`config.mk`:
```
export PLATFORM = sky130hd
export DESIGN_NAME = dmst_ctrl
export DESIGN_NICKNAME = d
export VERILOG_FILES = /design/src/hw/rtl/dmst_pkg.sv /design/src/hw/rtl/dmst_ctrl.sv
export SDC_FILE = /design/constraint.sdc
export NUM_CORES = 1
export LEC_CHECK = 0
export BUFFER_PORTS_ARGS = -buffer_cell sky130_fd_sc_hd__buf_4
export CORE_UTILIZATION = 29
export CTS_CLUSTER_SIZE = 12
export DETAILED_ROUTE_END_ITERATION = 16
export PLACE_DENSITY_LB_ADDON = 0.12
export RECOVER_POWER = 100
export SLEW_MARGIN = 0
export SYNTH_ARGS = -nofsm -noshare
export SYNTH_HDL_FRONTEND = slang
export SYNTH_SLANG_ARGS = --single-unit
```
`constraint.sdc`:
```
create_clock -name clk -period 3.7 [get_ports clk]
set_input_delay 0 -clock clk [delete_from_list [all_inputs] [get_ports clk]]
set_output_delay 0 -clock clk [all_outputs]
set_load 0.05 [all_outputs]
```
`src/hw/rtl/dmst_pkg.sv`:
```
package dmst_pkg;

    localparam int KEY_W = 64;
    localparam int VAL_W = 64;
    localparam int CNT_W = 32;
    localparam int CMD_W = 2;

    // Command codes; the fourth code is ignored and answered with the counters
    localparam logic [CMD_W-1:0] CMD_PROBE = 2'd0;
    localparam logic [CMD_W-1:0] CMD_STORE = 2'd1;
    localparam logic [CMD_W-1:0] CMD_CLEAR = 2'd2;

    typedef struct packed {
        logic accept;   // command word taken this cycle
        logic lookup;   // probe read data is on the memory outputs
        logic wipe_we;  // clearing pass writes one value entry
    } dmst_ctl_t;

endpackage

```
`src/hw/rtl/dmst_ctrl.sv`:
```
module dmst_ctrl
    import dmst_pkg::*;
#(
    parameter int ENTRIES = 1024
) (
    input  logic                       clk,
    input  logic                       rst_n,
    input  logic                       start,
    input  logic [CMD_W-1:0]           command,
    output logic                       busy,
    output dmst_ctl_t                  ctl,
    output logic [$clog2(ENTRIES)-1:0] wipe_addr
);

    localparam int IDX_W = $clog2(ENTRIES);
    localparam logic [IDX_W-1:0] LAST = IDX_W'(ENTRIES - 1);

    typedef enum logic [1:0] {
        ST_IDLE,
        ST_LOOKUP,
        ST_WIPE
    } state_t;

    state_t           state_reg;
    logic [IDX_W-1:0] wipe_addr_reg;
    logic             accept;

    assign accept = start && (state_reg == ST_IDLE);

    always_ff @(posedge clk or negedge rst_n)
    begin
        if (!rst_n)
        begin
            state_reg     <= ST_WIPE;
            wipe_addr_reg <= '0;
        end
        else
        begin
            unique case (state_reg)
                ST_IDLE:
                begin
                    if (accept && command == CMD_PROBE)
                    begin
                        state_reg <= ST_LOOKUP;
                    end
                    else if (accept && command == CMD_CLEAR)
                    begin
                        state_reg     <= ST_WIPE;
                        wipe_addr_reg <= '0;
                    end
                end
                ST_LOOKUP:
                begin
                    state_reg <= ST_IDLE;
                end
                ST_WIPE:
                begin
                    // advance one entry a cycle, leave after the last one
                    wipe_addr_reg <= wipe_addr_reg + IDX_W'(1);
                    if (wipe_addr_reg == LAST)
                    begin
                        state_reg <= ST_IDLE;
                    end
                end
                default:
                begin
                    state_reg <= ST_IDLE;
                end
            endcase
        end
    end

    assign busy        = (state_reg != ST_IDLE);
    assign ctl.accept  = accept;
    assign ctl.lookup  = (state_reg == ST_LOOKUP);
    assign ctl.wipe_we = (state_reg == ST_WIPE);
    assign wipe_addr   = wipe_addr_reg;

endmodule

```
# After elaboration in Yosys (flattened, before gate mapping)
# Cells that the tools add are included.
[totals]
latchBits = 0
rom_bits = 0
mem_count = 0
word_cells = 27
ram_bits = 0
reg_bits = 12
[op_classes]
reduce_logical = 9
n_addsub = 1
bitwise_logic = 0
n_div = 0
shifts = 0
n_eq_ne = 8
n_lt_le_gt_ge = 0
muxes = 7
mul = 0
[ops]
columns = ["cell", "n"]
rows = [
  ["$mux W10", 2],
  ["$pmux W10 S2", 1],
  ["$add A10 B1 Y10 const B", 1],
  ["$eq A10 B10 Y1 const B", 1],
  ["$mux W2", 3],
  ["$eq A2 B2 Y1 const B", 2],
  ["$logic_not A2 Y1", 2],
  ["$ne A2 B1 Y1 const B", 2],
  ["$pmux W2 S2", 1],
  ["$reduce_bool A2 Y1", 2],
  ["$logic_and A1 B1 Y1", 3],
  ["$ne A3 B1 Y1 const B", 1],
  ["$reduce_and A3 Y1", 1],
  ["$eq A2 B1 Y1 const B", 1],
  ["$ne A2 B2 Y1 const B", 1],
  ["$reduce_and A2 Y1", 1],
]

# Longest topological paths before layout
[depth]
depth_word = 6
ltp_mapped = 5
mapped_depth_nobuf = 4

# Worst setup path before layout
# No wires, ideal clock.
[synth_path]
path_type = "register to register"
startpoint = "reg wipe_addr_reg[3] (netlist: wipe_addr[3])"
endpoint = "reg wipe_addr_reg[9] (netlist: wipe_addr[9])"
arrival_time_ps = 1645
path_slack_ps = 1931
path_stages_with_launch = 5
required_ps = 3576
cell_sequence = "dfrtp_1 -> buf_2 -> nand4_4 -> o311a_1 -> a211o_1"
[synth_between]
elab_chain_cells = 2
[synth_lines]
columns = ["item", "line_no", "text"]
rows = [
  ["start: declaration", "dmst_ctrl.sv:25", "logic [IDX_W-1:0] wipe_addr_reg;"],
  ["start signal: assignment", "dmst_ctrl.sv:59", "wipe_addr_reg <= wipe_addr_reg + IDX_W'(1);"],
  ["$add A10 B1 Y10", "dmst_ctrl.sv:59", ""],
  ["$pmux W10 S2", "dmst_ctrl.sv:39", "unique case (state_reg)"],
]
# Every way passes these cells.
# A chain may end at the register's enable or synchronous reset.

==> flow_summary_export.csv <==
group,metric,value,unit
global_route,grt_max_degree,13,
yosys,synth.avg_cell_area,9.86,um2
final_layout,final_common_cell,"clkbuf_1",
setup_path,reg2reg_slack,1.82,ns
setup_path,required,3.70,ns
global_route,grt_pass1_wl,3060,um
placement,dpl.hpwl,1200,um
global_route,antenna_found_initial,0,
placement,placed_cell_area,867,um2
power_and_ir_drop,seqPwrFrac,52.8,%
timing,setup_ws,1.65,ns
clock_network,cts_setup_buffers,0,
yosys,synth_nets,80,
yosys,synth_edf_count,0,
routing,drt_iter0_drc,8,
clock_network,clk-insertion-delay-late,0.27,ns
placement,place_ws,2.04,ns
yosys,synth_cell_type_count,35,
clock_network,htreeDepth,1,
run,max_cap_violations,0,
setup_path,startpoint,"state_reg[1]$_DFFE_PN1P_",
routing,route.detailed.drc,0,
global_route,grt_pass1_vias,639,
final_layout,drive_gt1_share,13.5,%
global_route,grtUsageTotal,15.9,%
timing,finalSetupViolations,0,
power_and_ir_drop,p_sw,0.0525,mW
timing,rsz0062_at_grt,"no",
yosys,syn_inst,74,
setup_path,worst-path-max-fanout,11,
yosys,yosysWarnings,0,
routing,drtAntennaViolNets,0,
clock_network,cts.sinks,12,
outcome,outcome,"complete, no violations",
final_layout,largest_reg_flops,10,
yosys,async_flop_share,100,%
timing,period_share,55.3,%
setup_path,crit_path_max_incr_delay,0.74,ns
clock_network,cts_made_buffers,3,
clock_network,clock-root-buffer,"clkbuf_4",
final_layout,n_fill_cell,248,
routing,vias,670,
setup_path,path_buf_inv,2,
power_and_ir_drop,p_sw_share,21.2,%
clock_network,holdBufCountCts,5,
power_and_ir_drop,irDropWorstVdd,125,uV
final_layout,final_cell_mix,"clkbuf_1, dfrtp_1, inv_1, nand2_1",
final_layout,antenna_cells,0,
global_route,grt_remaining_overflow,0,
final_layout,final_area,901,um2
setup_path,crit_path_end,"ctl[0]",
final_layout,nets,103,
setup_path,r2r_start,"state_reg[1]$_DFFE_PN1P_",
timing,finalHoldViolCount,0,
timing,finalHoldWorstSlack,0.285,ns
power_and_ir_drop,power.internal,0.196,mW
die,core-area,2300,um2
timing,worst_slew_pin_slew,0.717,ns
routing,firstDrtPassIters,4,
setup_path,crit_cells,3,
setup_path,cp-end-kind,"primary output",
timing,setup-tns-final,0,ns
yosys,synth.top_cell.area_share,37.7,%
timing,fmax,488,MHz
setup_path,reg2reg_to,"wipe_addr[4]$_DFFE_PN0P_",
setup_path,r2r_cells,3,
clock_network,cts_tree,"built",
setup_path,cp-start-kind,"flip-flop",
clock_network,clockBufferDepth,2,
yosys,synth_area_leader_cell,"dfrtp_1",
setup_path,path_cells,"nand2b_1, inv_1, clkbuf_1",
yosys,synth_seq_cells,12,
yosys,synth-main-ff-cell,"dfrtp_1",
power_and_ir_drop,leakage,0.416,nW
setup_path,critPathTopFamily,"buffers and inverters",
yosys,synthTopCellsByArea,"dfrtp_1, a211o_1, o211a_1",
die,pin_count,19,
clock_network,path_clk_slew,0.08,ns
clock_network,cts_resized,0,
yosys,netlist_area,729,um2
power_and_ir_drop,power_frac_comb,3.9,%
setup_path,slowest_stage,"dfstp_1",
routing,via_per_inst,5.40,
timing,period_needed,2.05,ns
power_and_ir_drop,power_density,275,nW/um2
die,start_util,31.8,%
power_and_ir_drop,p_clk_share,43.3,%
setup_path,crit_arrival,2.05,ns
placement,io_buffers,18,
die,num_rows,17,
timing,final.setup_skew,0.000692,ns
routing,wire_per_inst,14.8,um
routing,drt-total-wl,1840,um
die,die_h,52.2,um
timing,slew_headroom,52.2,%
worst_hold_path,hp-class,"in2async",
setup_path,worstSetupPathType,"reg2out",
final_layout,area_growth,23.5,%
die,dieArea,2720,um2
placement,place.gp.congestion,0.845,
yosys,seq_area_frac_synth,41.3,%
timing,finalMaxSlewViolations,0,
die,fp.dieW,52.2,um
==> cells by family after synthesis <==
family | count (synthesis) | synth area share, %
simple gates | 28 | 22.6
compound gates | 19 | 22.5
flops | 12 | 41.3
buf+inv | 11 | 7.55
mux | 3 | 4.29
fa+ha+maj | 1 | 1.71
==> layer usage <==
layer / wire [um] / global-route usage, %
met1: 889 / 22.5
met2: 827 / 21.8
met3: 86 / 2.63
met4: 35 / 10.5
met5: 0 / 0
==> stage by stage <==
step           power [mW]  cells  utilization [%]
6_report            0.248    124             39.2
5_1_grt             0.259    124             39.2
4_1_cts             0.256    124             41.5
3_5_place_dp        0.142    115             37.7
3_3_place_gp        0.141    115             37.7
2_1_floorplan       0.135     74                -
==> cells in the mapped netlist (all sizes together) (2+ instances only) <==
cell type,instances
mux2i,2
nand2b,3
a22o,2
o211a,3
and3,2
a2111oi,2
nand3,4
nor2,5
a211o,4
dfrtp,11
inv,6
nand2,6
buf,4
nor3,3
==> how the worst min path moves through the flow <==
stage                               endpoint  cells past startpoint   from  slack, ns
global placement    state_reg[0]$_DFFE_PN0P_                      1  rst_n      -0.14
floorplan           state_reg[0]$_DFFE_PN0P_                      0  rst_n      -0.30
finish              state_reg[0]$_DFFE_PN0P_                      2  rst_n       0.28
detailed placement  state_reg[0]$_DFFE_PN0P_                      1  rst_n      -0.14
global route        wipe_addr[0]$_DFFE_PN0P_                      4  start       0.33
CTS                 wipe_addr[5]$_DFFE_PN0P_                      2  rst_n       0.09
==> cell type report <==
type / count / area [um2] / area share [%]
Multi-Input combinational cell: 51 / 373 / 41.4
Sequential cell: 12 / 302 / 33.5
Timing Repair Buffer: 23 / 133 / 14.7
Clock buffer: 4 / 36.3 / 4.03
Tap cell: 28 / 35.0 / 3.89
Inverter: 6 / 22.5 / 2.50
==> worst reg2reg max path: cells and delay by family, from the launching register on <==
kind            cells  cell delay, ns
simple gates        2            0.63
compound gates      1            0.40
flops               1            0.74
==> power groups by stage <==
stage,clock (mW),combinational [mW],sequential [mW]
3_5_place_dp,0,0.00793,0.134
2_1_floorplan,0,0.000869,0.134
4_1_cts,0.115,0.0105,0.131
6_report,0.107,0.00975,0.131
5_1_grt,0.117,0.0109,0.131
3_3_place_gp,0,0.00784,0.134
Power figures use the tool's default switching activity.
